**config.mk**
```make
export PLATFORM = sky130hd
export DESIGN_NAME = byte_array_hash_combine
export DESIGN_NICKNAME = d
export VERILOG_FILES = /design/src/rtl/bahc_pkg.sv /design/src/rtl/bahc_seed_stage.sv /design/src/rtl/bahc_half_stage.sv /design/src/rtl/bahc_out_stage.sv /design/src/rtl/byte_array_hash_combine.sv
export SDC_FILE = /design/constraint.sdc
export NUM_CORES = 2
export LEC_CHECK = 0
export BUFFER_PORTS_ARGS = -buffer_cell sky130_fd_sc_hd__buf_2
export CORE_ASPECT_RATIO = 1.5
export CORE_UTILIZATION = 57
export CTS_BUF_LIST = sky130_fd_sc_hd__clkbuf_4
export CTS_CLUSTER_DIAMETER = 200
export DETAILED_ROUTE_END_ITERATION = 6
export GPL_TIMING_DRIVEN = 0
export PLACE_DENSITY = 0.75
export SYNTH_ARGS = -nofsm -noshare
export SYNTH_HDL_FRONTEND = slang
export SYNTH_SLANG_ARGS = --single-unit
```
**constraint.sdc**
```tcl
create_clock -name i_clk -period 13.8 [get_ports i_clk]
set_input_delay 1.38 -clock i_clk [delete_from_list [all_inputs] [get_ports i_clk]]
set_output_delay 1.38 -clock i_clk [all_outputs]
set_load 0.05 [all_outputs]
```
**src/rtl/bahc_pkg.sv**
```systemverilog
// Shared constants, transaction types and the seed fold function for the hash combiner.
package bahc_pkg;

    localparam int unsigned WordW  = 64;
    localparam int unsigned CountW = 4;
    localparam int unsigned RestW  = 24;

    localparam logic [WordW-1:0]  GoldenAdd = 64'h0000_0000_9e37_79b9;
    localparam logic [CountW-1:0] FullCount = 4'd8;

    // Tail bytes left after the first fold of a last word
    typedef struct packed {
        logic [WordW-1:0] seed;
        logic [RestW-1:0] rest;
        logic [1:0]       cnt;
    } t_tail;

    // Single byte left after the 16-bit fold
    typedef struct packed {
        logic [WordW-1:0] seed;
        logic [7:0]       rest;
        logic             take;
    } t_last;

    // seed ^ (piece + golden + (seed << 6) + (seed >> 2)), modulo 2^64
    function automatic logic [WordW-1:0] fold(input logic [WordW-1:0] seed,
                                              input logic [WordW-1:0] piece);
        logic [WordW-1:0] sum;
        sum = piece + GoldenAdd + (seed << 6) + (seed >> 2);
        return seed ^ sum;
    endfunction

endpackage

```
**src/rtl/bahc_seed_stage.sv**
```systemverilog
// Input register, running seed loop and the first fold of each word.
module bahc_seed_stage (
    input  logic                          i_clk,
    input  logic                          i_rst_n,
    input  logic                          i_valid,
    output logic                          o_stall,
    input  logic [bahc_pkg::WordW-1:0]    i_data_word,
    input  logic [bahc_pkg::CountW-1:0]   i_byte_count,
    input  logic                          i_last_word,
    output logic                          o_valid,
    input  logic                          i_stall,
    output bahc_pkg::t_tail               o_tail
);

    logic                        r_valid;
    logic [bahc_pkg::WordW-1:0]  r_word;
    logic [bahc_pkg::CountW-1:0] r_count;
    logic                        r_last;
    logic [bahc_pkg::WordW-1:0]  r_seed;

    logic                        consume;
    logic                        load;
    logic                        full;
    logic [bahc_pkg::WordW-1:0]  n_seed;
    bahc_pkg::t_tail             n_tail;

    // A non-last word only updates the seed; a last word needs room downstream
    assign consume = r_valid && (!r_last || !i_stall);
    assign load    = !r_valid || consume;
    assign o_stall = !load;

    // Fold the full word, or the 32-bit piece of a short last word
    assign full = !r_last || (r_count >= bahc_pkg::FullCount);

    always_comb begin
        n_seed      = r_seed;
        n_tail.rest = r_word[bahc_pkg::RestW-1:0];
        n_tail.cnt  = r_count[1:0];
        if (full) begin
            n_seed     = bahc_pkg::fold(r_seed, r_word);
            n_tail.cnt = 2'b00;
        end else if (r_count[2]) begin
            n_seed      = bahc_pkg::fold(r_seed, {32'd0, r_word[31:0]});
            n_tail.rest = r_word[32 +: bahc_pkg::RestW];
        end
        n_tail.seed = n_seed;
    end

    assign o_valid = r_valid && r_last;
    assign o_tail  = n_tail;

    // Hold the input transaction and the running seed
    always_ff @(posedge i_clk) begin
        if (!i_rst_n) begin
            r_valid <= 1'b0;
            r_seed  <= '0;
        end else begin
            if (load) begin
                r_valid <= i_valid;
            end
            if (consume) begin
                r_seed <= r_last ? '0 : n_seed;
            end
        end
    end

    always_ff @(posedge i_clk) begin
        if (load) begin
            r_word  <= i_data_word;
            r_count <= i_byte_count;
            r_last  <= i_last_word;
        end
    end

endmodule

```
**src/rtl/bahc_half_stage.sv**
```systemverilog
// Tail stage that folds the 16-bit piece of a short last word.
module bahc_half_stage (
    input  logic            i_clk,
    input  logic            i_rst_n,
    input  logic            i_valid,
    output logic            o_stall,
    input  bahc_pkg::t_tail i_tail,
    output logic            o_valid,
    input  logic            i_stall,
    output bahc_pkg::t_last o_last
);

    logic            r_valid;
    bahc_pkg::t_last r_last;
    bahc_pkg::t_last n_last;

    assign o_stall = r_valid && i_stall;

    // Fold two bytes where present, then pick the byte that remains
    always_comb begin
        n_last.seed = i_tail.seed;
        n_last.rest = i_tail.rest[7:0];
        n_last.take = i_tail.cnt[0];
        if (i_tail.cnt[1]) begin
            n_last.seed = bahc_pkg::fold(i_tail.seed, {48'd0, i_tail.rest[15:0]});
            n_last.rest = i_tail.rest[23:16];
        end
    end

    // Advance when the next stage has room
    always_ff @(posedge i_clk) begin
        if (!i_rst_n) begin
            r_valid <= 1'b0;
        end else if (!o_stall) begin
            r_valid <= i_valid;
        end
    end

    always_ff @(posedge i_clk) begin
        if (!o_stall) begin
            r_last <= n_last;
        end
    end

    assign o_valid = r_valid;
    assign o_last  = r_last;

endmodule

```
**src/rtl/bahc_out_stage.sv**
```systemverilog
// Final tail fold of one byte and the result register.
module bahc_out_stage (
    input  logic                       i_clk,
    input  logic                       i_rst_n,
    input  logic                       i_valid,
    output logic                       o_stall,
    input  bahc_pkg::t_last            i_last,
    output logic                       o_valid,
    input  logic                       i_stall,
    output logic [bahc_pkg::WordW-1:0] o_hash_value
);

    logic                       r_valid;
    logic [bahc_pkg::WordW-1:0] r_hash;
    logic [bahc_pkg::WordW-1:0] n_hash;

    assign o_stall = r_valid && i_stall;

    // Fold the last byte where present
    assign n_hash = i_last.take ? bahc_pkg::fold(i_last.seed, {56'd0, i_last.rest})
                                : i_last.seed;

    // Hold the result until it is taken
    always_ff @(posedge i_clk) begin
        if (!i_rst_n) begin
            r_valid <= 1'b0;
        end else if (!o_stall) begin
            r_valid <= i_valid;
        end
    end

    always_ff @(posedge i_clk) begin
        if (!o_stall) begin
            r_hash <= n_hash;
        end
    end

    assign o_valid      = r_valid;
    assign o_hash_value = r_hash;

endmodule

```
**src/rtl/byte_array_hash_combine.sv**
```systemverilog
// Top level of the byte array hash combiner: seed loop and two tail fold stages.
// Throughput: one word per cycle while o_stall is low; the running seed loop folds one piece per cycle.
// After its transaction is accepted into the input register, the hash of a last word
// is registered in the half stage and then in the result register of the out stage.
// Reset (synchronous, active low) clears the running seed and all valid flags.
module byte_array_hash_combine (
    input  logic                          i_clk,
    input  logic                          i_rst_n,
    input  logic                          i_valid,
    output logic                          o_stall,
    input  logic [bahc_pkg::WordW-1:0]    i_data_word,
    input  logic [bahc_pkg::CountW-1:0]   i_byte_count,
    input  logic                          i_last_word,
    output logic                          o_valid,
    input  logic                          i_stall,
    output logic [bahc_pkg::WordW-1:0]    o_hash_value
);

    logic            seed_valid;
    logic            half_stall;
    bahc_pkg::t_tail seed_tail;
    logic            half_valid;
    logic            out_stall;
    bahc_pkg::t_last half_last;

    // Seed loop and first fold
    bahc_seed_stage u_seed (
        .i_clk        (i_clk),
        .i_rst_n      (i_rst_n),
        .i_valid      (i_valid),
        .o_stall      (o_stall),
        .i_data_word  (i_data_word),
        .i_byte_count (i_byte_count),
        .i_last_word  (i_last_word),
        .o_valid      (seed_valid),
        .i_stall      (half_stall),
        .o_tail       (seed_tail)
    );

    // 16-bit tail piece
    bahc_half_stage u_half (
        .i_clk   (i_clk),
        .i_rst_n (i_rst_n),
        .i_valid (seed_valid),
        .o_stall (half_stall),
        .i_tail  (seed_tail),
        .o_valid (half_valid),
        .i_stall (out_stall),
        .o_last  (half_last)
    );

    // 8-bit tail piece and result register
    bahc_out_stage u_out (
        .i_clk        (i_clk),
        .i_rst_n      (i_rst_n),
        .i_valid      (half_valid),
        .o_stall      (out_stall),
        .i_last       (half_last),
        .o_valid      (o_valid),
        .i_stall      (i_stall),
        .o_hash_value (o_hash_value)
    );

endmodule
```
==> summary.txt <==
Logic synthesis
  – Compound-Gate Fraction of Synth Area: 0.212
  – Yosys warning count: 0
  – Largest family of logic cells by synthesized area: adder cells
  – Cells after Synth: approximately 3800
  – Ys async rst share: 0
  – Post-synthesis mux area share: 0.00550
  – Post-synth EDFFs: 206
  – Synth Area in Simple Gates: 0.141
  – Yosys top cell area share: 0.188
  – Synth Register Bits: approximately 270
  – Synth area leader: edfxtp_1
  – Adder-cell area share of the yosys netlist: 0.236
  – Synth Area in XOR/XNOR: 0.123
  – Syn Nets: 4452
  – Synth unique cells: 96
  – Netlist Area Pre-Place: 33000 µm²
  – Seq/Total Area, Yosys: 0.228
  – Synth top area cells: edfxtp_1 (19%), ha_1 (17%), xnor2_1 (8.3%), fa_1 (6.4%), a21oi_1 (4.9%)
  – Syn avg cell area: 8.64 µm²
  – Ys flop type: edfxtp_1

Clocking
  – Clock Latency Late Sink: between 0.9 and 1 ns
  – Clk pin slew, worst setup/hold paths: 0.08 ns
  – Hold-fix buffers, CTS: 0
  – Setup bufs post-CTS: 0
  – Clock buffer depth: 3
  – CTS Sinks: 273
  – Root buffer cell: clkbuf_4
  – H-tree depth: 3
  – Post-CTS sizing: 0
  – CTS tree: yes
  – Num CTS Buffers: 69

Routing
  – DR pass1 iterations: 6
  – Post-Route WL: 108 mm
  – # DRC: 0
  – Antenna-violating nets left: 0
  – DR vias/cell: 6.14
  – Routed vias: 29800
  – Drt first-iter violations: 1980
  – Wire per inst: 22.3 µm

Global routing
  – Gr ovfl total: 0
  – Initial antenna violation count: 5
  – Global-route wire length before repair: about 160 mm
  – Vias in the first global route: approximately 30000
  – Largest net degree at the start of global routing: 76
  – Overall Global Routing Usage: 0.373

Critical path
  – FF-to-FF setup slack: 2.26 ns
  – CP Data Arrival Time: roughly 12 ns
  – CP Capture Type: flip-flop
  – Critical Path Sink: u_half.o_last[67]$_DFFE_PN_
  – Crit Path Category: flip-flop to flip-flop
  – Worst path slowest cell: a2111oi_0
  – Startpoint Class: flip-flop
  – CP Max Fanout: 10
  – CP peak stage delay: 1.03 ns
  – Reg2reg path depth: 41
  – Critical Path RT: ~14 ns
  – CP Launch Point: u_seed.r_word[1]$_DFFE_PN_
  – Reg-to-Reg Start: u_seed.r_word[1]$_DFFE_PN_
  – Reg2reg end: u_half.o_last[67]$_DFFE_PN_

STA
  – Tcrit/Tclk final: 0.836
  – RSZ-0062 raised after global routing: no
  – Final setup viols: 0
  – Slew Viols, Final: 0
  – Slew margin rel.: 0.201
  – Actual slew at the worst max-slew pin: approximately 1.2 ns
  – Setup TNS: 0 ns
  – Skew final: 0.108 ns
  – Final Hold Viols: 0
  – Fmax: between 80 and 90 MHz
  – Final Critical Period: between 10 and 15 ns

Die
  – I/O pins: 139
  – Die Ht: 297 µm
  – Core Rows: around 110
  – Starting density of the core: 0.578
  – Die Area: 58900 µm²
  – Die Wd: 198 µm
  – CORE AREA: 57000 µm²

Cells and area
  – Fin cells: 4852
  – Layout cells sized above 1: 0.0798
  – Design area: around 36000 µm²
  – Area growth syn-to-layout: 7.99%
  – Post-layout net count: ~4700

Min path
  – Worst hold path class: flip-flop to flip-flop

Placement
  – Placed Cells incl. Taps: 4723
  – Dpl cell area: between 30000 and 40000 µm²
  – Placer Congestion: a little over 1
  – IO Port Bufs: between 100 and 150
  – Final HPWL DP: 89.7 mm

Run
  – Max cap viols: 0

Status
  – Status: completed
## worst max-delay path: cells and delay by family (launching register included)
family,cells,cell delay [ns]
AO/OA/AOI/OAI,17,5.64
adder cells (fa/ha/maj),5,1.66
flip-flops,1,0.48
XOR/XNOR,5,1.09
AND/OR/NAND/NOR,11,1.91
buffers and inverters,3,0.44
## sequential cells by signal, summed over array words and instances (netlist names)
name / count
u_seed.r_count: 4
u_out.o_hash_value: 64
u_seed.r_word: 64
u_seed.r_valid: 1
u_half.o_valid: 1
u_out.o_valid: 1
u_seed.r_seed: 64
u_seed.r_last: 1
u_half.o_last: 73
## layout make-up
type | instances | area, µm²
multi-input combinational | 3084 | 23700
fill | 5184 | 21400
sequential | 273 | 7530
inverter | 324 | 1220
tap | 763 | 955
timing repair buffer | 141 | 736
clock buffer | 92 | 691
buffer | 138 | 561
clock inverter | 33 | 228
antenna | 4 | 10.0
## cells in the final DEF (no fill, tap or decap), types with 13 or more instances in the layout
| cell type | instances |
|---|---|
| a211oi_1 | 25 |
| a21o_1 | 177 |
| a21oi_1 | 325 |
| a22oi_1 | 49 |
| a31oi_1 | 52 |
| and2_1 | 32 |
| and3_1 | 46 |
| buf_1 | 17 |
| buf_2 | 156 |
| clkbuf_1 | 97 |
| clkbuf_4 | 92 |
| clkinv_1 | 14 |
| clkinv_2 | 13 |
| dfxtp_1 | 67 |
| edfxtp_1 | 206 |
| fa_1 | 105 |
| ha_1 | 455 |
| inv_1 | 321 |
| mux2i_1 | 17 |
| nand2_1 | 349 |
| nand2b_1 | 39 |
| nand3_1 | 81 |
| nand4_1 | 44 |
| nor2_1 | 202 |
| nor2b_1 | 28 |
| nor3_1 | 46 |
| nor4_1 | 14 |
| o211ai_1 | 17 |
| o21a_1 | 30 |
| o21ai_0 | 169 |
| o21bai_1 | 36 |
| o22ai_1 | 23 |
| o31ai_1 | 20 |
| or3_1 | 33 |
| xnor2_1 | 313 |
| xor2_1 | 144 |
## metrics by stage
stage	worst slack (ns)	hold WS (ns)	util
finish	2.26	0.483	0.625
global route	1.99	0.522	0.625
CTS	2.45	0.485	0.625
detailed placement	2.51	0.470	0.608
global placement	2.27	0.442	0.607
floorplan	5.23	0.430	-
## per-layer routing
layer,part of all wire,GRT usage,vias up
met4,0.092,0.314,2
met3,0.077,0.0573,443
met1,0.37,0.420,13900
li1,-,-,14100
met5,0.00014,0,-
met2,0.46,0.620,1318
## Yosys cell counts, types with 14 or more instances
cell / count
a22oi_1: 49
nor2_1: 202
nand2b_1: 39
xor2_1: 144
a21oi_1: 325
or3_1: 33
and3_1: 46
nand2_1: 350
o211ai_1: 17
o21ai_0: 169
nor4_1: 14
nand4_1: 44
nor2b_1: 28
nor3_1: 46
xnor2_1: 313
buf_2: 17
fa_1: 105
and2_1: 32
clkbuf_1: 97
a31oi_1: 52
a21o_1: 177
edfxtp_1: 206
ha_1: 455
o21bai_1: 36
a211oi_1: 25
o22ai_1: 23
inv_1: 322
dfxtp_1: 67
nand3_1: 82
o21a_1: 30
o31ai_1: 20
buf_1: 17
mux2i_1: 17
## worst min-delay path by stage
stage,start,endpoint,slack (ns),cells past startpoint
3_5_place_dp,u_half.o_valid$_SDFFE_PN0N_,u_out.o_valid$_SDFFE_PN0N_,0.47,2
5_1_grt,u_half.o_valid$_SDFFE_PN0N_,u_out.o_valid$_SDFFE_PN0N_,0.52,2
3_3_place_gp,u_half.o_valid$_SDFFE_PN0N_,u_out.o_valid$_SDFFE_PN0N_,0.44,2
6_report,u_half.o_valid$_SDFFE_PN0N_,u_out.o_valid$_SDFFE_PN0N_,0.48,2
4_1_cts,u_half.o_valid$_SDFFE_PN0N_,u_out.o_valid$_SDFFE_PN0N_,0.48,2
2_1_floorplan,u_half.o_valid$_SDFFE_PN0N_,u_out.o_valid$_SDFFE_PN0N_,0.43,2
## cell families (layout without fill, tap and decap cells)
kind of cell	count (synthesis)	count (layout)
compound gates	1070	1070
xor+xnor	461	461
fa+ha+maj	560	560
buf+inv	462	728
flops	273	273
mux	18	18
other cells	0	4
simple gates	975	975
Power is left out: the tool's default activity adds up to more than one toggle a clock period on the data nets, which glitch-free logic cannot reach.
